File: src/hdl/nesr_pkg.sv
// nesr_pkg: constants, types and codes shared by the nearest endpoint search blocks.
// No dependencies.
package nesr_pkg;

    localparam int TABLE_ENTRIES = 64;
    localparam int IDX_W         = (TABLE_ENTRIES > 1) ? $clog2(TABLE_ENTRIES) : 1;
    localparam int FILL_W        = $clog2(TABLE_ENTRIES + 1);
    localparam int CNT_W         = $clog2(TABLE_ENTRIES + 3);
    localparam int COORD_W       = 32;
    localparam int DIST_W        = 33;
    localparam int SLOT_W        = 6;
    localparam int STATUS_W      = 3;
    localparam int CMD_W         = 2;

    typedef enum logic [CMD_W-1:0] {
        CMD_LOAD  = 2'd0,
        CMD_QUERY = 2'd1,
        CMD_CLEAR = 2'd2
    } cmd_t;

    typedef enum logic [STATUS_W-1:0] {
        ST_LOADED    = 3'd0,
        ST_FULL      = 3'd1,
        ST_FOUND     = 3'd2,
        ST_NOT_FOUND = 3'd3,
        ST_CLEARED   = 3'd4
    } status_t;

    typedef struct packed {
        logic signed [COORD_W-1:0] sx;
        logic signed [COORD_W-1:0] sy;
        logic signed [COORD_W-1:0] ex;
        logic signed [COORD_W-1:0] ey;
    } seg_t;

    // per-cell control from the sequencer
    typedef struct packed {
        logic shift;
        logic load;
        logic kill;
        logic clear;
    } cell_ctrl_t;

    // running best of the search unit
    typedef struct packed {
        logic              have;
        logic [DIST_W-1:0] mdist;
        logic [IDX_W-1:0]  slot;
        seg_t              seg;
    } best_t;

    typedef struct packed {
        status_t           status;
        logic [SLOT_W-1:0] slot;
        seg_t              seg;
        logic [DIST_W-1:0] mdist;
    } result_t;

endpackage

File: src/hdl/nesr_cell.sv
// nesr_cell: one table slot, a segment and its live bit, in a rotating chain.
// Depends on nesr_pkg.
module nesr_cell (
    input  logic                clk,
    input  logic                rst_n,
    input  nesr_pkg::cell_ctrl_t ctrl,
    input  nesr_pkg::seg_t      load_seg,
    input  nesr_pkg::seg_t      nbr_seg,
    input  logic                nbr_live,
    output nesr_pkg::seg_t      seg,
    output logic                live
);
    import nesr_pkg::*;

    seg_t seg_reg, seg_next;
    logic live_reg, live_next;

    always_comb
    begin
        seg_next  = seg_reg;
        live_next = live_reg;
        if (ctrl.clear)
        begin
            live_next = 1'b0;
        end
        else if (ctrl.load)
        begin
            seg_next  = load_seg;
            live_next = 1'b1;
        end
        else if (ctrl.kill)
        begin
            live_next = 1'b0;
        end
        else if (ctrl.shift)
        begin
            seg_next  = nbr_seg;
            live_next = nbr_live;
        end
    end

    // point store has no reset; only live slots are ever looked at
    always_ff @(posedge clk)
    begin
        seg_reg <= seg_next;
    end

    always_ff @(posedge clk or negedge rst_n)
    begin
        if (!rst_n)
        begin
            live_reg <= 1'b0;
        end
        else
        begin
            live_reg <= live_next;
        end
    end

    assign seg  = seg_reg;
    assign live = live_reg;

endmodule

File: config.mk
export PLATFORM = sky130hd
export DESIGN_NAME = nesr_cell
export DESIGN_NICKNAME = d
export VERILOG_FILES = /design/src/hdl/nesr_pkg.sv /design/src/hdl/nesr_cell.sv
export SDC_FILE = /design/constraint.sdc
export NUM_CORES = 1
export LEC_CHECK = 0
export ABC_AREA = 1
export BUFFER_PORTS_ARGS = -buffer_cell sky130_fd_sc_hd__buf_2
export CORE_AREA = 2 2 150 152
export CTS_CLUSTER_DIAMETER = 120
export DETAILED_ROUTE_END_ITERATION = 10
export DIE_AREA = 0 0 152 154
export GPL_ROUTABILITY_DRIVEN = 0
export PLACE_DENSITY = 0.63
export SYNTH_ARGS = -nofsm -noshare
export SYNTH_HDL_FRONTEND = slang
export SYNTH_SLANG_ARGS = --single-unit
export TNS_END_PERCENT = 30
File: constraint.sdc
create_clock -name clk -period 0.8 [get_ports clk]
set_input_delay 0.2 -clock clk [delete_from_list [all_inputs] [get_ports clk]]
set_output_delay 0.2 -clock clk [all_outputs]
set_load 0.03 [all_outputs]
After elaboration in Yosys (flattened, before gate mapping). Index checks and enable logic that the tools add are counted.

Output and inout bits: 129. Register bits after elaboration: 129. Bits of input ports: 263.

Mux-type cells: 7. Eq/ne operators: 1. Bitwise gates (word level): 1. Reduce and logical (&&, ||, !) cells: 3.

Operators by type and width (count): 128-bit 2-to-1 mux (3); 1-bit 2-to-1 mux (4); 4-bit nonzero test (1); 3-bit AND reduction (1); 2-bit by 1-bit inequality test with 1-bit output, second input constant (1); 2-bit nonzero test (1); 1-bit inverter (1).

Logic depth before layout (Yosys ltp). Gate-level depths: netlist of run 1.

Depth in word-level cells: 4. Mapped depth: 5. Gate-level depth less buffers: 4.

Worst setup path before layout of run 1. No wires, ideal clock.

Path type: input to register. From: input ctrl[2] in the netlist's numbering. To: register seg_reg, in the netlist seg[0], enable pin. Cell stages on the path: 5. Arrival: 5.842 ns. Path buffers: 1. Slack: -5.660 ns. Setup time: 0.618 ns. Cell sequence: inv_2 buf_2 nand2_1 nand2_1 nor2_1.

Longest elaborated chain between the ends: 2.

RTL lines: start: declaration (line nesr_cell.sv:6) `input nesr_pkg::cell_ctrl_t ctrl,`; 2-bit by 1-bit inequality test with 1-bit output (no source line) or 2-bit nonzero test (tied branches); 3-bit AND reduction (no source line) (*); end signal: assignment (line nesr_cell.sv:45) `seg_reg <= seg_next;`; end: declaration (line nesr_cell.sv:15) `seg_t seg_reg, seg_next;`.

Mark *: on every way between the ends. The rest lies on a longest branch, timed or not. A chain may end at the register's enable or synchronous reset.

Worst setup path after layout of run 1.
From: register seg_reg, in the netlist seg[97]. To: output seg[97] in the netlist's numbering.

RTL lines: end: declaration (line nesr_cell.sv:10) `output nesr_pkg::seg_t seg,`.

No word-level cell between the ends.

==> run summary, run 1 <==
The final reports fail on setup timing. The critical-path maximum fanout came out at 1. The number of different library cells used by synthesis comes to 10.

The maximum number of pins on one net before global-route repair is 54. Headroom to the max-slew limit came out at 73.3%. Timing would allow up to 0.825 GHz. Across the whole layout, storage elements account for 3870 um2. The largest individual stage delay along the critical path comes from the cell sky130_fd_sc_hd__edfxtp_1. The run gives 23400 um2 as the area of the die. Worst hold-check path type: primary input to flip-flop. For this design, the sink count on the clock tree is 129.

The share of synthesized flip-flops with an asynchronous set or reset works out to 0.775%. For the pin with the worst max-slew slack, the measured transition is 0.400 ns. Across the routed clock network, the largest skew measured is 0 ns. The tools report the final critical-path setup slack as -0.413 ns.

In this run, synthesis produced a sequential element count of 129. The number of antenna diodes in the final layout is 0. After clock tree synthesis, the clock-pin slew on the worst setup and hold paths is 0.06 ns.

The register with the most flip-flops in the layout has 128 of them. The flow ran to the end, but the final reports show violations. Setup repair after global routing could not meet its margin everywhere. Dominant cell by count in the synthesized netlist: sky130_fd_sc_hd__nand2_1.

The longest clock path from root to sink contains 2 buffers. Total power divided by cell area: 2130 nW/um2. The number of buffer cells added on primary ports was 391.

The cell count of the worst reg-to-reg path is 4, and the share of Yosys cell area claimed by the top area cell type is 69.8%. Main flop type after synthesis: sky130_fd_sc_hd__edfxtp_1. For this run, design rule violations remaining after detail routing come to 0.

For this run, the share of the core covered by cells in the final layout is 43.6%. In this run the critical register-to-register path is launched from live. Counting the fill cells in the layout gives 2090. The die is 152 um wide. STA classifies the critical path startpoint as a flip-flop.

Dividing the detail-routed wire length by the instance count gives 13.7 um. The logs give 0 for the total congestion overflow after global routing and 553 for the synthesized netlist cell count. The capture instance of the worst register-to-register path is live.

Counting the buffers created by CTS gives 17. After legalization and detailed placement, the total HPWL measured 13700 um. For the worst setup path, the data required time is 0.60 ns. For the share of the yosys chip area belonging to registers, the log shows 70.3%. The peak supply drop is 1400 uV.

The share of cell area taken by muxes after synthesis works out to 0%. The total routing resource utilization after global routing is 14.2%, and the longest individual stage delay on the worst path is 0.44 ns. Counting every net in the synthesized netlist gives 816.

By area the synthesized netlist is led by sky130_fd_sc_hd__edfxtp_1 70%, sky130_fd_sc_hd__nand2_1 26%, sky130_fd_sc_hd__buf_2 1.9%. The xor-xnor portion of the synthesized cell area is 0%, and the count of nets left with antenna violations after detail routing is 0. In this run the static leakage power is 4.65 nW. In this run, synthesis inferred 128 flip-flops with an integrated enable. Across all layers, the routed design uses 5146 vias.

The initial utilization of the core area, before any placement, comes to 25.4%. The area growth from synthesis to layout is 71.8%. Number of global-route vias before repair: 4950.

The signal on the critical path passes through buf_6. For the worst-skew pair, the clock arrives at the later sink with an insertion delay of 0.40 ns. Using the TritonRoute via totals, the vias-per-cell ratio works out to 4.10. The Yosys step of the flow raised 0 warnings. The synthesized design spends more area on one cell type than any other, namely sky130_fd_sc_hd__edfxtp_1. The top-level I/O count came out at 392. The floorplan has 54 rows.

After detailed placement, the total cell area comes to 8060 um2. The tree is rooted in a sky130_fd_sc_hd__clkbuf_16. After the first detailed-routing iteration, the DRC count stood at 250. The adder and majority cell fraction of the synthesized area was 0%; the final worst-path cycle share was 152%.

The worst hold slack is 0.0536 ns. By count the netlist is led by 388 x sky130_fd_sc_hd__nand2_1, 128 x sky130_fd_sc_hd__edfxtp_1, 21 x sky130_fd_sc_hd__buf_2, 5 x sky130_fd_sc_hd__buf_4, 4 x sky130_fd_sc_hd__nor2_1. Summing the areas of all compound-gate instances in the mapped netlist gives 0% of the synthesized area.

The count of buffer and inverter cells on the critical path works out to 1. The first detailed-routing pass ran for 5 iterations. For the minimum setup slack among reg-to-reg paths, the log shows 0.05 ns.

Startpoint-to-endpoint class of the critical path: flip-flop to output pin. The logs give 1226 for the count of nets after finishing and 1490 um2 for the area used by multi-input combinational logic. The number of max-slew violations in the final report is 0. The run gives 9460 um2 as the area of all placed cells without fillers. Setup violations remaining at the end of the flow were counted as 162. The layout cell share with drive strength beyond 1 is 46.4%. The kind of cell with the highest combined delay on the critical path was flip-flops. The destination of the worst hold path is seg[22].

The run gives 20.2 mW as the overall power after layout. After layout, the minimum clock period comes to 1.21 ns. The first global-routing pass estimated 25700 um of wire. Measured along the y axis, the die boundary spans 154 um. TritonCTS built the clock tree. Across the run, the number of max-cap violations was 0. The final wirelength is 17200 um. The worst setup path is captured at an output pin. The tools report the post-synthesis cell area as 5510 um2.

The cell count of the worst hold path works out to 3. For the post-CTS setup-driven buffer insertion count, the log shows 0. The worst hold path begins at nbr_seg[22]. The dominant combinational cell family by area after synthesis was simple AND/OR/NAND/NOR gates.

Data on the critical path arrives at its endpoint at 1.01 ns. The number of hold-slack violations in the final timing report was 0. The post-synthesis average cell area was 9.96 um2. The area fraction in and, or, nand and nor cells after synthesis works out to 26.8%. The logs give 4 for the deepest level of the CTS H-tree and 21700 um2 for the core area. The run gives 0 as the number of antenna violations at the first check in global routing.
==> routing by layer <==
metal / vias to the layer above / wire length [um] / share of wire, % / track usage [%]
li1: 2598 / - / - / -
met1: 2273 / 6660 / 39 / 15.8
met2: 251 / 8930 / 52 / 25.7
met3: 24 / 1300 / 7.6 / 4.14
met4: 0 / 328 / 1.9 / 5.43
met5: - / 0 / 0 / 0
==> metrics by stage <==
stage | setup WS, ns | setup TNS (ns) | cells
3_3_place_gp | -0.521 | -103.69 | 1223
3_5_place_dp | -0.531 | -106.66 | 1223
4_1_cts | -0.445 | -47.77 | 1256
5_1_grt | -0.453 | -51.93 | 1256
6_report | -0.413 | -44.84 | 1256
2_1_floorplan | -1.98 | -259.93 | 553
==> power breakdown <==
part | internal, mW | leakage [nW] | switching, mW
combinational | 1.98 | 3.18 | 2.45
sequential | 8.21 | 1.20 | 0.301
clock | 4.31 | 0.264 | 2.94
==> worst max path at each step <==
stage | cells after the start | end | from
2_1_floorplan | 5 | seg[0] | ctrl[2]
3_3_place_gp | 7 | seg[69] | ctrl[2]
3_5_place_dp | 7 | seg[67] | ctrl[2]
5_1_grt | 1 | seg[32] | seg[32]
4_1_cts | 1 | seg[91] | seg[91]
6_report | 1 | seg[97] | seg[97]
==> cell type report <==
| type | count | area share [%] |
|---|---|---|
| clock inverter | 14 | 1.39 |
| timing repair buffer | 419 | 33.5 |
| clock buffer | 18 | 4.54 |
| multi-input combinational | 393 | 15.8 |
| inverter | 3 | 0.251 |
| tap | 280 | 3.70 |
| sequential | 129 | 40.9 |
==> cells in the final DEF (no fill, tap or decap), types with 2 or more instances in the layout <==
cell	instances
sky130_fd_sc_hd__clkinvlp_4	4
sky130_fd_sc_hd__clkinv_4	3
sky130_fd_sc_hd__buf_4	11
sky130_fd_sc_hd__buf_12	14
sky130_fd_sc_hd__edfxtp_1	128
sky130_fd_sc_hd__buf_2	261
sky130_fd_sc_hd__clkinv_2	2
sky130_fd_sc_hd__inv_1	2
sky130_fd_sc_hd__clkbuf_16	17
sky130_fd_sc_hd__nor2_1	3
sky130_fd_sc_hd__buf_6	132
sky130_fd_sc_hd__inv_6	4
sky130_fd_sc_hd__nand2_1	386
==> what timing repair did <==
action | 4_1_cts | 5_1_grt
pin swaps | 2 | 0
gates cloned | 0 | 0
hold endpoints to repair | 1 | 0
gates resized for setup | 260 | 4
setup endpoints to repair | 251 | 251
hold buffers | 1 | 0
==> kinds of logic (layout without fill, tap and decap cells) <==
group / after synthesis / count (layout)
buffers and inverters: 31 / 454
DFF: 129 / 129
and+or+nand+nor: 393 / 393
(Power assumes the default switching activity.)
==> run 2, diff against run 1 <==
--- a/config.mk
+++ b/config.mk
@@ -7,12 +7,12 @@
 export LEC_CHECK = 0
 export ABC_AREA = 1
 export BUFFER_PORTS_ARGS = -buffer_cell sky130_fd_sc_hd__buf_2
-export CORE_AREA = 2 2 150 152
+export CORE_AREA = 2 2 154 156
 export CTS_CLUSTER_DIAMETER = 120
 export DETAILED_ROUTE_END_ITERATION = 10
-export DIE_AREA = 0 0 152 154
+export DIE_AREA = 0 0 156 158
 export GPL_ROUTABILITY_DRIVEN = 0
-export PLACE_DENSITY = 0.63
+export PLACE_DENSITY = 0.61
 export SYNTH_ARGS = -nofsm -noshare
 export SYNTH_HDL_FRONTEND = slang
 export SYNTH_SLANG_ARGS = --single-unit
==> constraint.sdc (replaced) <==
create_clock -name clk -period 1.41 [get_ports clk]
set_input_delay 0.3525 -clock clk [delete_from_list [all_inputs] [get_ports clk]]
set_output_delay 0.3525 -clock clk [all_outputs]
set_load 0.03 [all_outputs]
==> run summary, run 2 (synthesis results as in run 1) <==
The most frequent standard cell in the layout excluding fill and tap cells was sky130_fd_sc_hd__nand2_1. For this block, the initial DRC count from the detailed router was 221. The insertion delay of the later-clocked pin in the worst-skew pair is 0.40 ns. Entering global routing, the biggest net connects 65 pins. Adding up every negative setup slack in the final design gives 0 ns.

The number of max-slew violations in the final report is 0, and the number of global-route vias before repair is 4717. The CTS clock-pin slew for the worst setup and hold paths is 0.06 ns. After floorplanning, the core was sized to cover 23100 um2. The startpoint identified for the worst hold timing path is nbr_seg[69]. The number of placed instances, taps included, is 1227.

The largest single stage delay on the critical path is 0.44 ns. After layout, the design draws a total of 12.0 mW. Transition time at the pin with the least slew margin: 0.295 ns.

The path with the worst hold slack has its endpoint at seg[69]. Setup repair after global routing could not meet its margin everywhere. For the number of DRC violations after detailed routing, the log shows 0.

Summed over all cells, the static leakage comes to 4.40 nW. Counting cells, the worst reg-to-reg path comes to 4. The critical path goes through buf_4. For the worst setup path, the data arrival time is 1.04 ns. The number of hold-slack violations in the final timing report is 0, and the layout filler cell count is 2345. The run finished with clean final reports.

The repair_antennas step left the layout with diodes totalling 0. The logs give 1.06 ns for the required time at the endpoint of the critical path and 129 for the number of sinks on the clock net. The logs give 13.1% for the total routing resource utilization after global routing and 0 for the total congestion overflow after global routing.

Via total after detailed routing: 5090. The area of the die was 24600 um2. Total power divided by cell area: 1370 nW/um2. After layout, the minimum clock period comes to 1.39 ns. The critical-path maximum fanout works out to 1. Ratio of routed vias to standard cells: 4.04.

In the final routed layout, each cell accounts on average for 13.6 um. The y dimension of the die works out to 158 um. Kind of cell with the highest combined delay on the critical path: flip-flops.

The final critical-path setup slack is 0.0184 ns, and the cell count of the worst hold path is 3. The run gives 17 as the total CTS buffers. The total setup violations reported at the end of the flow was 0; the deepest level of the CTS H-tree was 4.

The run gives 0 as the count of nets left with antenna violations after detail routing. Hold is met by 0.209 ns. In the layout the commonest cells are 386 x sky130_fd_sc_hd__nand2_1, 384 x sky130_fd_sc_hd__buf_2, 128 x sky130_fd_sc_hd__edfxtp_1. Timing analysis after detailed placement gives a worst setup slack of -0.0793 ns.

The first global-routing pass estimated 24200 um of wire. During I/O placement, the number of pins put on the boundary was 392. For the maximum buffer depth of the clock tree, the log shows 2.

The worst setup path is launched from a flip-flop. On the critical path, the stage with the largest delay is an instance of sky130_fd_sc_hd__edfxtp_1. The area growth from synthesis to layout is 58.9%.

Leaving out filler cells and counting taps, the final layout contains 1260. Input and output buffers added on the ports amount to 391. Summing all flip-flop and latch instances after layout gives 3870 um2. The logs give 0 for the post-CTS setup-driven buffer insertion count and 1490 um2 for the area used by multi-input combinational logic. TritonCTS built the clock tree.

The path class of the tightest hold or removal check is primary input to flip-flop. The run gives 17100 um as the final wirelength. The effective utilization at floorplan came out at 23.9%. Max-cap violations in this run came to 0. Worst clock skew: 0 ns. The endpoint identified for the worst register-to-register timing path is live. The iteration count of the initial detailed-routing pass is 4.

The count of buffer and inverter cells on the critical path was 1; the count of nets after finishing was 1220. Final worst-path cycle share: 98.7%. The tools report the nature of the critical path endpoint as an output pin. The die width was 156 um; the minimum setup slack among reg-to-reg paths was 0.69 ns. In this run the critical register-to-register path is launched from live. Startpoint-to-endpoint class of the critical path: flip-flop to output pin. The achievable frequency is 0.719 GHz.

Of the cells placed in the final design, the portion with a size suffix greater than 1 is 45.9%. The flip-flop count of the largest register, all copies and words added was 128. For this run, the share of the core covered by cells in the final layout is 38.0%.

In this run the core area contains 56 standard-cell rows. The tools report the peak supply drop as 609 uV. The worst pin sits at a relative slew slack of 80.4%. The tools report the number of antenna violations at the first check in global routing as 0.

The area of all placed cells without fillers was 8750 um2. The estimated wirelength of the detail-placed design is 13500 um, and the placement-stage cell area is 8020 um2. The library cell used as clock root buffer was sky130_fd_sc_hd__clkbuf_16.
run 2: cell count changes in the layout (fill, tap and decap cells not counted), sizes merged:
cell      before  now
inv            7    5
bufinv         1    7
buf          418  412
clkinvlp       4    1
clkinv         5    3
clkbuf        18   19
run 2: final cells by class:
class	instances	share of cell area, %
Clock buffer	19	4.95
Clock inverter	13	2.93
Sequential cell	129	44.2
Tap cell	290	4.15
Timing Repair Buffer	413	26.5
Multi-Input combinational cell	393	17.0
Inverter	3	0.272
run 2: layer usage:
| metal | vias to the layer above | GRT usage, % | wire [um] |
|---|---|---|---|
| li1 | 2581 | - | - |
| met1 | 2232 | 14.5 | 6940 |
| met2 | 255 | 22.8 | 8310 |
| met3 | 22 | 3.94 | 1400 |
| met4 | 0 | 6.33 | 465 |
| met5 | - | 0 | 0 |
run 2: timing repair:
item	in CTS	in global routing
hold endpoints to repair	1	0
endpoints found under the setup margin	4	3
gates cloned	0	0
gates resized for setup	6	5
hold buffers	1	0
run 2: power breakdown:
part / switching [mW] / internal, mW
sequential: 0.0910 / 4.65
combinational: 1.38 / 0.722
clock: 1.65 / 3.51
total: 3.11 / 8.88
run 2: worst max path at each step:
stage               slack [ns]       to  depth (start not counted)     from
floorplan                -1.52   seg[0]                          5  ctrl[2]
global placement         -0.07  seg[79]                          7  ctrl[2]
detailed placement       -0.08  seg[75]                          7  ctrl[2]
CTS                     -0.006  seg[17]                          1  seg[17]
global route            -0.002  seg[17]                          1  seg[17]
finish                    0.02  seg[96]                          1  seg[96]
