<file path="src/hdl/nesr_pkg.sv">
// nesr_pkg: constants, types and codes shared by the nearest endpoint search blocks.
// No dependencies.
package nesr_pkg;

    localparam int TABLE_ENTRIES = 64;
    localparam int IDX_W         = (TABLE_ENTRIES > 1) ? $clog2(TABLE_ENTRIES) : 1;
    localparam int FILL_W        = $clog2(TABLE_ENTRIES + 1);
    localparam int CNT_W         = $clog2(TABLE_ENTRIES + 3);
    localparam int COORD_W       = 32;
    localparam int DIST_W        = 33;
    localparam int SLOT_W        = 6;
    localparam int STATUS_W      = 3;
    localparam int CMD_W         = 2;

    typedef enum logic [CMD_W-1:0] {
        CMD_LOAD  = 2'd0,
        CMD_QUERY = 2'd1,
        CMD_CLEAR = 2'd2
    } cmd_t;

    typedef enum logic [STATUS_W-1:0] {
        ST_LOADED    = 3'd0,
        ST_FULL      = 3'd1,
        ST_FOUND     = 3'd2,
        ST_NOT_FOUND = 3'd3,
        ST_CLEARED   = 3'd4
    } status_t;

    typedef struct packed {
        logic signed [COORD_W-1:0] sx;
        logic signed [COORD_W-1:0] sy;
        logic signed [COORD_W-1:0] ex;
        logic signed [COORD_W-1:0] ey;
    } seg_t;

    // per-cell control from the sequencer
    typedef struct packed {
        logic shift;
        logic load;
        logic kill;
        logic clear;
    } cell_ctrl_t;

    // running best of the search unit
    typedef struct packed {
        logic              have;
        logic [DIST_W-1:0] mdist;
        logic [IDX_W-1:0]  slot;
        seg_t              seg;
    } best_t;

    typedef struct packed {
        status_t           status;
        logic [SLOT_W-1:0] slot;
        seg_t              seg;
        logic [DIST_W-1:0] mdist;
    } result_t;

endpackage

</file>
<file path="src/hdl/nesr_eval.sv">
// nesr_eval: three-stage Manhattan distance unit and running-best register.
// Depends on nesr_pkg.
module nesr_eval (
    input  logic                              clk,
    input  logic                              rst_n,
    input  logic                              start,
    input  logic                              feed_valid,
    input  logic [nesr_pkg::IDX_W-1:0]        feed_slot,
    input  nesr_pkg::seg_t                    feed_seg,
    input  logic signed [nesr_pkg::COORD_W-1:0] qx,
    input  logic signed [nesr_pkg::COORD_W-1:0] qy,
    output nesr_pkg::best_t                   best
);
    import nesr_pkg::*;

    // |a-b| of two signed words always fits the unsigned word
    function automatic logic [COORD_W-1:0] absdiff(input logic signed [COORD_W-1:0] a,
                                                   input logic signed [COORD_W-1:0] b);
        logic [COORD_W-1:0] d_ab;
        logic [COORD_W-1:0] d_ba;
        d_ab = COORD_W'(a - b);
        d_ba = COORD_W'(b - a);
        return (a > b) ? d_ab : d_ba;
    endfunction

    // stage A: coordinate magnitudes
    logic               a_valid_reg;
    logic [IDX_W-1:0]   a_slot_reg;
    seg_t               a_seg_reg;
    logic [COORD_W-1:0] a_sx_reg, a_sy_reg, a_ex_reg, a_ey_reg;

    // stage B: smaller of the two endpoint distances
    logic               b_valid_reg;
    logic [IDX_W-1:0]   b_slot_reg;
    seg_t               b_seg_reg;
    logic [DIST_W-1:0]  b_dist_reg;

    logic [DIST_W-1:0]  d_start, d_end, d_min;
    best_t              best_reg, best_next;

    assign d_start = {1'b0, a_sx_reg} + {1'b0, a_sy_reg};
    assign d_end   = {1'b0, a_ex_reg} + {1'b0, a_ey_reg};
    // end point wins only when strictly nearer
    assign d_min   = (d_end < d_start) ? d_end : d_start;

    always_comb
    begin
        best_next = best_reg;
        if (start)
        begin
            best_next.have  = 1'b0;
            best_next.mdist = '0;
        end
        else if (b_valid_reg && (!best_reg.have || b_dist_reg < best_reg.mdist))
        begin
            best_next.have  = 1'b1;
            best_next.mdist = b_dist_reg;
            best_next.slot  = b_slot_reg;
            best_next.seg   = b_seg_reg;
        end
    end

    always_ff @(posedge clk)
    begin
        a_slot_reg <= feed_slot;
        a_seg_reg  <= feed_seg;
        a_sx_reg   <= absdiff(qx, feed_seg.sx);
        a_sy_reg   <= absdiff(qy, feed_seg.sy);
        a_ex_reg   <= absdiff(qx, feed_seg.ex);
        a_ey_reg   <= absdiff(qy, feed_seg.ey);
        b_slot_reg <= a_slot_reg;
        b_seg_reg  <= a_seg_reg;
        b_dist_reg <= d_min;
    end

    always_ff @(posedge clk or negedge rst_n)
    begin
        if (!rst_n)
        begin
            a_valid_reg <= 1'b0;
            b_valid_reg <= 1'b0;
            best_reg    <= '0;
        end
        else
        begin
            a_valid_reg <= feed_valid;
            b_valid_reg <= a_valid_reg;
            best_reg    <= best_next;
        end
    end

    assign best = best_reg;

endmodule

</file>
<file path="config.mk">
export PLATFORM = sky130hd
export DESIGN_NAME = nesr_eval
export DESIGN_NICKNAME = d
export VERILOG_FILES = /design/src/hdl/nesr_pkg.sv /design/src/hdl/nesr_eval.sv
export SDC_FILE = /design/constraint.sdc
export NUM_CORES = 1
export LEC_CHECK = 0
export ABC_AREA = 1
export BUFFER_PORTS_ARGS = -buffer_cell sky130_fd_sc_hd__buf_2
export CAP_MARGIN = 10
export CORE_ASPECT_RATIO = 1.25
export CORE_MARGIN = 1
export CORE_UTILIZATION = 40
export CTS_CLUSTER_SIZE = 30
export DETAILED_ROUTE_END_ITERATION = 10
export GPL_TIMING_DRIVEN = 1
export SLEW_MARGIN = 40
export SYNTH_ARGS = -nofsm -noshare
export SYNTH_HDL_FRONTEND = slang
export SYNTH_SLANG_ARGS = --single-unit
</file>
<file path="constraint.sdc">
create_clock -name clk -period 7.9 [get_ports clk]
set_input_delay 0.395 -clock clk [delete_from_list [all_inputs] [get_ports clk]]
set_output_delay 0.395 -clock clk [all_outputs]
set_load 0.01 [all_outputs]
</file>
### Word-level counts from Yosys, hierarchy flattened

Index checks and enable logic that the tools add are counted.

* output and inout port bits: 168
* logic and storage cells: 53
* register bits after elaboration: 599
* bits of input ports: 202

* $lt $le $gt $ge: 6
* add/subtract/negate cells: 10
* reduce and logical (&&, ||, !) cells: 5
* multiplexer cells: 7
* bitwise gates (word level): 1

Operator list (count)
* $sub A32 B32 Y32: 8
* $mux W168: 1
* $gt A32 B32 Y1: 4
* $mux W32: 4
* $add A32 B32 Y33: 2
* $lt A33 B33 Y1: 2
* $mux W34: 1
* $mux W33: 1
* $reduce_and A2 Y1: 1
* $reduce_bool A2 Y1: 1
* $logic_and A1 B1 Y1: 1
* $logic_not A1 Y1: 1
* $logic_or A1 B1 Y1: 1
* $not A1 Y1: 1

### Longest topological paths before layout

Gate-level depths: netlist (run 1).

* depth after elaboration: 5
* mapped depth: 27
* depth with buffers taken out: 25

### Worst setup path after synthesis (run 1)

No wires, ideal clock.

* kind: reg-to-reg
* start: reg a_ex_reg[0]
* end: reg b_dist_reg[6]
* data arrival time: 3.134 ns
* cell stages (with the launch flop): 22
* data required time: 7.772 ns
* library setup time: 0.128 ns
* buffers on the path: 1
* setup slack: 4.638 ns
* clock period less this slack: 3.262 ns
* path through: dfxtp_1 > ha_1 > inv_1 > fa_1 > o21ai_0 > nand2_1 > nand2_1 > nand2_1 > nand2_1 > nand2_1 > nand3_1 > nand2_1 > ha_1 > a21oi_1 > nor2_1 > nor2_1 > nand3_1 > a21oi_1 > nand3_1 > clkbuf_1 > nand2_1 > o21ai_0

* word-level cells in the longest chain between the ends: 3

RTL lines
* start, declared: line nesr_eval.sv:30 `logic [COORD_W-1:0] a_sx_reg, a_sy_reg, a_ex_reg, a_ey_reg;`
* start signal, assigned: line nesr_eval.sv:69 `a_ex_reg <= absdiff(qx, feed_seg.ex);`
* $add A32 B32 Y33 *: line nesr_eval.sv:42 `assign d_end = {1'b0, a_ex_reg} + {1'b0, a_ey_reg};`
* $lt A33 B33 Y1: line nesr_eval.sv:44 `assign d_min = (d_end < d_start) ? d_end : d_start;`
* $mux W33 *: line nesr_eval.sv:44
* net d_min[6]: line nesr_eval.sv:38 `logic [DIST_W-1:0] d_start, d_end, d_min;`
* end signal, assigned: line nesr_eval.sv:73 `b_dist_reg <= d_min;`
* end, declared: line nesr_eval.sv:36 `logic [DIST_W-1:0] b_dist_reg;`

The timed path passes the listed nets; every way through them passes the cells marked *.
A chain may end at the register's enable or synchronous reset.

### Worst setup path in the final report (run 1)

* start: reg a_ey_reg[0]
* end: reg b_dist_reg[1]

* word-level cells in the longest chain between the ends: 3

RTL lines
* start, declared: line nesr_eval.sv:30
* start signal, assigned: line nesr_eval.sv:70 `a_ey_reg <= absdiff(qy, feed_seg.ey);`
* $add A32 B32 Y33 *: line nesr_eval.sv:42
* $lt A33 B33 Y1: line nesr_eval.sv:44
* $mux W33 *: line nesr_eval.sv:44
* net d_min[1]: line nesr_eval.sv:38

Marked as above.

==> impl_summary.md, run 1 <==
Status
The flow ran to the end, and the final reports show no timing, DRC or antenna violations.

Clock network
After clock tree synthesis, the setup repair step added 0 buffers. The clock-pin slew on the worst setup and hold paths is 0.06 ns. The source-to-sink clock delay at the later pin of the worst-skew pair is roughly 0.65 ns. The clock tree synthesis step divided the H-tree into 3 levels. Clock tree synthesis found a total of around 600 sinks.

The buffer cell driving the clock tree root is sky130_fd_sc_hd__clkbuf_16. Post-CTS repair changed the size of 0 cells. Buffers inserted during clock tree synthesis total 66. The buffer levels on the longest clock path is 3. The TritonCTS clock tree is built.

Logic synthesis
A synthesized cell averages ~6.7 um^2. Yosys printed 0 warnings. In this run, distinct cell masters in the synthesized netlist total 43. For this run, asynchronously set or reset flops after synthesis account for 0.2838.

The synthesized design contains around 600 register bits. The number of cells produced by synthesis is roughly 6,000. The share of the Yosys chip area taken by registers is 0.3197. The cell area after synthesis is roughly 0.040 mm^2. For this run, the leading register cell type out of synthesis is sky130_fd_sc_hd__dfxtp_1.

The synthesized design contains 0 enable-type register cells. The synthesized netlist net count is roughly 6,600.

Detailed routing
After detailed routing, the average wire length per cell comes to ~20 um. The routed layout has around 40,000 vias. The number of vias per cell after detailed routing is between 5 and 6.

The total detailed-routing wirelength is approximately 160,000 um. The residual antenna-violating net count after detailed routing is 0. The first-pass iteration count of the detailed router is 7.

After detailed routing, the number of remaining DRC violations is 0. The initial detailed-routing violation count is between 2,000 and 3,000.

Min path
The number of stages on the worst hold path is 3. In this run the most critical hold path is launched from qy[0]. The worst hold-check path type is input pin to flop.

Worst setup path
Walking the worst path, the cells encountered are ha_1, inv_1, fa_1, o21ai_0, nand2_1, nand2_1, nand2_1, nand2_1, nand2_1, nand3_1, nand2_1, ha_1, a21oi_1, nor2_1, nor2_1, nand3_1, a21oi_1, nand3_1, buf_4, nand2_1, o21ai_0. The critical path crosses 21 cells after its start point. The first element of the critical path is a_ey_reg[0]$_DFF_P_. The worst setup path is captured at a flop. The number of buffers and inverters on the critical path is 2. The startpoint of the worst register-to-register path is a_ey_reg[0]$_DFF_P_. The delay of the slowest cell on the worst path is 0.50 ns. STA classifies the critical path startpoint as a flop.

The cell type group with the largest total delay on the critical path is simple AND/OR/NAND/NOR gates. The number of cells on the worst reg-to-reg path is 21. The library cell contributing the largest single delay on the critical path is sky130_fd_sc_hd__o21ai_0. STA puts the critical path data arrival time at 4.68 ns.

The worst-path maximum fanout is 24. The most numerous cell on the critical path is sky130_fd_sc_hd__nand2_1. The critical path class is flop to flop. The data required time of the worst path is 8.40 ns.

Timing
The final max-slew violation count is 0. The max-slew headroom at the worst pin is 0.4141. The ratio of final minimum period to clock period is 0.5291.

The highest clock frequency the design can meet is between 200 and 250 MHz. The setup skew after layout is 0.02898 ns. Adding up every negative setup slack in the final design gives 0 ns. Setup repair after global routing left no endpoint under its margin. The count of endpoints failing setup in the final report is 0. The number of endpoints with negative hold slack in the final report came to 0. The shortest clock period the worst path allows after layout is between 4 and 5 ns. The slew at the pin closest to its max-slew limit is approximately 0.88 ns.

Floorplan
The height of the die is between 300 and 400 um. The floorplan step defined a die boundary enclosing between 0.1 and 0.15 mm^2. For this configuration, the core starts out at a cell density of 0.4047. Row generation in the floorplan step produced 129 rows. The top-level I/O count is 370. Measured along the x axis, the die boundary spans ~290 um. The area of the placeable core is approximately 0.099 mm^2.

Cells and area
In the final layout, the share of cells above drive strength 1 is 0.08872. Leaving out fill and tap cells, the most frequent cells in the layout are sky130_fd_sc_hd__nand2_1, sky130_fd_sc_hd__inv_1, sky130_fd_sc_hd__dfxtp_1. Compared with the post-synthesis result, the final layout area differs by 15.67%. Summing all multi-input logic gate instances after layout gives approximately 0.023 mm^2. The repair_antennas step left the layout with diodes totalling 0. Leaving out fill and tap cells, the most frequent cell in the layout is sky130_fd_sc_hd__nand2_1. The final-stage net count is roughly 7,000. In the final layout, flip-flops and latches occupy 0.01285 mm^2. The total of fill cells in the finished design is 10,326.

The flip-flop count of the largest register, all copies and words added is roughly 170.

Power
The share of power burned in combinational logic is 0.465. The internal power consumption is roughly 0.0077 W. The net switching power of the design is between 0.006 and 0.007 W. The switching share of total power is 0.4414. The share of total power dissipated in sequential elements is 0.303. The worst-case IR drop observed on VDD is 0.2095 mV. In this run the static leakage power is around 26 nW.

The cell area power density is 295.3 mW/mm^2. The completed layout was analyzed and its total power is between 0.01 and 0.015 W. The part of the total power dissipated in the clock network is 0.232.

Global routing
Entering global routing, the biggest net connects 85 pins. The first global-routing pass estimated 233,100 um of wire. In the global route stage, overall resource usage came out at 0.3012.

The sum of overflow across all layers after global routing is 0. The number of antenna violations at the first check in global routing was 8. The via count of the first global-routing pass is 38,788.

Placed design
Routability-driven placement finished with a final weighted congestion of 1.007. The HPWL after detailed placement is between 100,000 and 150,000 um. The count of port buffers added during placement is 369.

Flow run
The number of maximum-capacitance constraint violations is 0.
## cells in the mapped netlist (3+ instances only)
| cell type | n | share of area |
|---|---|---|
| sky130_fd_sc_hd__nand2_1 | 2146 | 0.20 |
| sky130_fd_sc_hd__inv_1 | 814 | 0.076 |
| sky130_fd_sc_hd__dfxtp_1 | 429 | 0.21 |
| sky130_fd_sc_hd__ha_1 | 380 | 0.12 |
| sky130_fd_sc_hd__nand3_1 | 375 | 0.047 |
| sky130_fd_sc_hd__a21oi_1 | 358 | 0.045 |
| sky130_fd_sc_hd__nor2_1 | 354 | 0.033 |
| sky130_fd_sc_hd__nand4_1 | 222 | 0.035 |
| sky130_fd_sc_hd__o21ai_0 | 176 | 0.022 |
| sky130_fd_sc_hd__dfrtp_1 | 170 | 0.11 |
| sky130_fd_sc_hd__xor2_1 | 152 | 0.033 |
| sky130_fd_sc_hd__buf_2 | 80 | 0.010 |
| sky130_fd_sc_hd__clkbuf_1 | 54 | 0.0050 |
| sky130_fd_sc_hd__nor3_1 | 35 | 0.0044 |
| sky130_fd_sc_hd__o21bai_1 | 31 | 0.0058 |
| sky130_fd_sc_hd__nand2_2 | 28 | 0.0044 |
| sky130_fd_sc_hd__buf_4 | 27 | 0.0050 |
| sky130_fd_sc_hd__inv_2 | 25 | 0.0023 |
| sky130_fd_sc_hd__a21o_1 | 21 | 0.0039 |
| sky130_fd_sc_hd__o21a_1 | 18 | 0.0034 |
| sky130_fd_sc_hd__nand3b_1 | 17 | 0.0032 |
| sky130_fd_sc_hd__nor2_2 | 16 | 0.0025 |
| sky130_fd_sc_hd__buf_1 | 14 | 0.0013 |
| sky130_fd_sc_hd__and2_1 | 12 | 0.0019 |
| sky130_fd_sc_hd__o211ai_1 | 12 | 0.0022 |
| sky130_fd_sc_hd__xnor2_1 | 11 | 0.0024 |
| sky130_fd_sc_hd__fa_1 | 10 | 0.0050 |
| sky130_fd_sc_hd__buf_6 | 9 | 0.0025 |
| sky130_fd_sc_hd__nor4_1 | 5 | 0.00078 |
| sky130_fd_sc_hd__nand2_4 | 4 | 0.0011 |
| sky130_fd_sc_hd__nor2_4 | 4 | 0.0011 |
| sky130_fd_sc_hd__clkbuf_2 | 3 | 0.00037 |
## kinds of logic after synthesis
group	after synthesis	synth area share
fa+ha+maj	390	0.1233
flops	599	0.3197
compound gates	622	0.08288
buf+inv	1026	0.1027
xor+xnor	163	0.03554
simple gates	3227	0.3359
## tightest hold or removal path, delay by kind of cell
kind	cells	cell delay (ns)
fa+ha+maj	1	0.19
buf+inv	2	0.22
## layout make-up
class	instances	share of cell area
Clock buffer	99	0.04306
Tap cell	1310	0.03527
Timing Repair Buffer	523	0.07243
Multi-Input combinational cell	4402	0.5000
Clock inverter	19	0.004847
Inverter	839	0.06788
Sequential cell	599	0.2765
## power by group through the flow
stage               clock network [W]  registers [W]  logic, W
floorplan                           0        0.00415   0.00406
global placement                    0        0.00421   0.00623
detailed placement                  0        0.00421   0.00624
CTS                           0.00325        0.00416   0.00632
global route                  0.00337        0.00421   0.00717
finish                        0.00319        0.00415   0.00638
## routing by layer
layer,vias up,part of all wire,wire length (um),global-route usage
met2,1355,0.48,73840,0.5193
met1,18450,0.41,63630,0.3604
met5,-,0.00017,26,0
met3,347,0.051,7980,0.03325
met4,4,0.064,9947,0.1793
li1,19862,-,-,-
## worst paths after layout
| kind | end | slack [ns] |
|---|---|---|
| hold reg to reg | b_seg_reg[75]$_DFF_P_ | 0.32 |
| hold / removal | a_ey_reg[0]$_DFF_P_ | 0.21 |
| setup reg to reg | b_dist_reg[1]$_DFF_P_ | 3.72 |
| setup / recovery | b_dist_reg[1]$_DFF_P_ | 3.72 |
| max in group asynchronous | best[163]$_DFFE_PN0P_ | 6.30 |
| min in group asynchronous | best[92]$_DFFE_PN0P_ | 0.33 |
## timing repair
| item | 4_1_cts | 5_1_grt |
|---|---|---|
| endpoints found under the setup margin | 0 | 0 |
| hold endpoints to repair | 201 | 0 |
| hold buffers | 137 | 0 |
## through the flow
step           setup WS [ns]  std cells  hold WS (ns)  instance area (um^2)    util
3_5_place_dp           3.731       7536        0.3121                 42860  0.4318
4_1_cts                3.714       7791        0.1803                 46460  0.4680
2_1_floorplan          4.638       6027       0.09941                 40170       -
3_3_place_gp           3.800       7536        0.3097                 42850  0.4317
6_report               3.720       7791        0.2071                 46470  0.4681
5_1_grt                3.273       7791        0.2143                 46470  0.4681
(Power assumes the default switching activity.)
==> run 2, diff against run 1 <==
- clock period: 7.9 -> 4.28 ns (I/O delays scaled with it)
==> impl_summary.md, run 2 (same netlist as run 1, synthesis figures left out) <==
Worst setup path
Ordered cell list for the critical path: ha_1, a21oi_1, o21ai_0, inv_1, nand2_1, nand2_1, nand2_1, xnor2_1, inv_1, ha_1, nand2_1, inv_1, o21ai_0, nand2_1, a21oi_1, nand2_1, nand2_1, nand2_1, nor2_1, buf_4, nand2_1, o21ai_0 (was ha_1, inv_1, fa_1, o21ai_0, nand2_1, nand2_1, nand2_1, nand2_1, nand2_1, nand3_1, nand2_1, ha_1, a21oi_1, nor2_1, nor2_1, nand3_1, a21oi_1, nand3_1, buf_4, nand2_1, o21ai_0). The data required time of the worst path was 4.84 ns (was 8.40 ns). The worst-path maximum fanout came to 18 (was 24). The critical path class is flop to flop (unchanged). The delay of the slowest cell on the worst path is 0.39 ns (was 0.50 ns). The library cell contributing the largest single delay on the critical path was sky130_fd_sc_hd__xnor2_1 (was sky130_fd_sc_hd__o21ai_0). The critical path data arrival time was 4.19 ns (was 4.68 ns). The critical path endpoint category is a flop (unchanged). The reg-to-reg setup timing slack came to 0.65 ns (was 3.72 ns). The nature of the critical path startpoint is a flop (unchanged). The most numerous cell on the critical path is sky130_fd_sc_hd__nand2_1 (unchanged).

Timing
The worst setup margin came to 0.6525 ns (was 3.720 ns). The final max-slew violation count is 0 (unchanged). The ratio of final minimum period to clock period is 0.8475 (was 0.5291). The setup skew after layout is 0.01432 ns (was 0.02898 ns). The shortest clock period the worst path allows after layout was 3.627 ns (was 4.180 ns).

The setup TNS was 0 ns (unchanged). The slew at the pin closest to its max-slew limit is 0.8680 ns (was 0.8789 ns). Setup repair after global routing missed its margin: false (unchanged). The number of endpoints with negative hold slack in the final report was 0 (unchanged). The highest clock frequency the design can meet came to 275.7 MHz (was 239.3 MHz). The max-slew headroom at the worst pin came to 0.4213 (was 0.4141). The count of endpoints failing setup in the final report was 0 (unchanged). The worst hold margin was 0.05536 ns (was 0.2071 ns).

Detailed routing
The per-cell routed wire length is 20.02 um (was 19.95 um). The routed length on met3 is 7351 um (was 7980 um). The uppermost signal routing layer after detailed routing is met5 (unchanged). The met2 routed wirelength is 73,680 um (was 73,840 um). The first-pass iteration count of the detailed router is 7 (unchanged).

The initial detailed-routing violation count is 2,600 (was 2,733). The total detailed-routing wirelength is 156,200 um (was 155,400 um). The post-route DRC violation count was 0 (unchanged). The number of vias per cell after detailed routing came to 5.101 (was 5.136). The total number of vias is 39,810 (was 40,018). The post-route met1 wirelength is 64,440 um (was 63,630 um). The residual antenna-violating net count after detailed routing was 0 (unchanged).

Clock network
The buffer cell driving the clock tree root is sky130_fd_sc_hd__clkbuf_16 (unchanged). The TritonCTS buffer count is 61 (was 66). The buffer levels on the longest clock path is 3 (unchanged).

The source-to-sink clock delay at the later pin of the worst-skew pair was 0.66 ns (was 0.65 ns). The buffers inserted during post-CTS setup optimization is 0 (unchanged). The total number of clock tree sinks is 599 (unchanged). The number of H-tree branching levels is 2 (was 3). The clock-pin slew on the worst setup and hold paths was 0.06 ns (about the same). The TritonCTS clock tree is built (unchanged).

Power
The cell area power density was 542.9 mW/mm^2 (was 295.3 mW/mm^2). The internal power consumption came to 0.01403 W (was 0.007665 W). The leakage component of the power came to 25.86 nW (was 25.83 nW). The proportion of power drawn by flip-flops and latches is 0.298 (was 0.303). The net switching power of the design is 0.01122 W (was 0.006056 W). The overall power after layout is 0.02525 W (was 0.01372 W). The maximum ir drop on the vdd rail is 0.5377 mV (was 0.2095 mV).

The share of power burned in combinational logic is 0.479 (was 0.465). The switching share of total power is 0.4445 (was 0.4414). The part of the total power dissipated in the clock network is 0.223 (was 0.232).

Status
Outcome: complete, no violations (unchanged).

Placed design
The HPWL after detailed placement is 129,200 um (was 127,300 um). The post-placement setup slack is 0.7201 ns (was 3.731 ns). The count of port buffers added during placement is 369 (unchanged). The final weighted congestion of routability-driven global placement is 1.020 (was 1.007).

Floorplan
The top-level I/O count is 370 (unchanged). The overall die area is 0.1017 mm^2 (unchanged). The site row count is 129 (unchanged). The effective utilization at floorplan was 0.4047 (unchanged).

The area of the placeable core is 0.09926 mm^2 (unchanged). The x dimension of the die is 285.5 um (unchanged). The height of the die is 356.3 um (unchanged).

Global routing
The sum of overflow across all layers after global routing is 0 (unchanged). The number of antenna violations at the first check in global routing was 6 (was 8). The global-route wire length before repair is 233,500 um (was 233,100 um). The maximum number of pins on one net before global-route repair is 122 (was 85).

The global routing usage summed across all routing layers came to 0.3016 (was 0.3012). The via count of the first global-routing pass is 38,477 (was 38,788).

Cells and area
The flip-flop count of the largest register, all copies and words added came to 168 (unchanged). The final-stage net count was 7,029 (was 7,023). The most frequent standard cell in the layout excluding fill and tap cells is sky130_fd_sc_hd__nand2_1 (unchanged).

The area added between synthesis and finish came to 15.76% (was 15.67%). Highest-count cells in the layout ignoring fill and taps: sky130_fd_sc_hd__nand2_1, sky130_fd_sc_hd__inv_1, sky130_fd_sc_hd__dfxtp_1 (unchanged). The layout cell share with drive strength beyond 1 is 0.08968 (was 0.08872).

Min path
The worst hold-check path type is input pin to asynchronous set/reset pin (was input pin to flop).

Flow run
The number of maximum-capacitance constraint violations is 0 (unchanged).
[run 2: cell types whose count changed in the layout (fill, tap and decap cells not counted), moves of 2 or more]
cell	before	now
sky130_fd_sc_hd__clkbuf_16	70	61
sky130_fd_sc_hd__clkinv_2	3	12
sky130_fd_sc_hd__clkbuf_8	15	8
sky130_fd_sc_hd__buf_4	14	20
sky130_fd_sc_hd__buf_12	0	5
sky130_fd_sc_hd__bufinv_16	3	8
sky130_fd_sc_hd__diode_2	0	4
sky130_fd_sc_hd__buf_6	3	1
[run 2: worst paths after layout]
| path | from | end | cells after the start |
|---|---|---|---|
| min in group clk | qx[0] | a_sx_reg[0]$_DFF_P_ | 3 |
| max in group asynchronous | rst_n | best[159]$_DFFE_PN0P_ | 3 |
| setup reg to reg | a_ex_reg[5]$_DFF_P_ | b_dist_reg[2]$_DFF_P_ | 22 |
| setup / recovery | a_ex_reg[5]$_DFF_P_ | b_dist_reg[2]$_DFF_P_ | 22 |
| hold reg to reg | a_seg_reg[56]$_DFF_P_ | b_seg_reg[56]$_DFF_P_ | 0 |
| hold / removal | rst_n | best[92]$_DFFE_PN0P_ | 2 |
[run 2: repair_timing]
action,4_1_cts,5_1_grt
hold buffers,138,0
resized for setup,0,0
endpoints found under the hold margin,308,0
[run 2: stage by stage]
| stage | util | std cells | cell area, um^2 |
|---|---|---|---|
| floorplan | - | 6027 | 40170 |
| global placement | 0.4328 | 7544 | 42960 |
| detailed placement | 0.4331 | 7545 | 42990 |
| CTS | 0.4682 | 7799 | 46470 |
| global route | 0.4684 | 7800 | 46490 |
| finish | 0.4685 | 7804 | 46500 |
[run 2: critical path, delay by kind of cell (launching register included)]
family	cells	cell delay (ns)
AND/OR/NAND/NOR	10	0.85
AO/OA/AOI/OAI	5	0.82
flip-flops	1	0.33
adder cells (fa/ha/maj)	2	0.69
XOR/XNOR	1	0.39
buffers and inverters	4	0.47
[run 2: cell type report]
class	instances	area, um^2
fillers	10429	52760
multi-input cells	4402	23230
repair buffers	534	3526
clock buffers	82	1675
diodes	4	10.01
flip-flops and latches	599	12850
well taps	1310	1639
clock inverters	34	426.7
inverters	839	3154
[run 2: power groups by stage]
stage | registers, W | clock network, W | logic, W
6_report | 0.00753 | 0.00563 | 0.0121
5_1_grt | 0.00765 | 0.00598 | 0.0135
4_1_cts | 0.00754 | 0.00578 | 0.0120
3_5_place_dp | 0.00764 | 0 | 0.0119
3_3_place_gp | 0.00762 | 0 | 0.0118
2_1_floorplan | 0.00766 | 0 | 0.00750
[run 2: routing by layer]
metal	track usage	vias to the layer above
met5	0	-
met3	0.03114	347
met1	0.3641	18318
met4	0.1786	6
met2	0.5184	1245
li1	-	19894
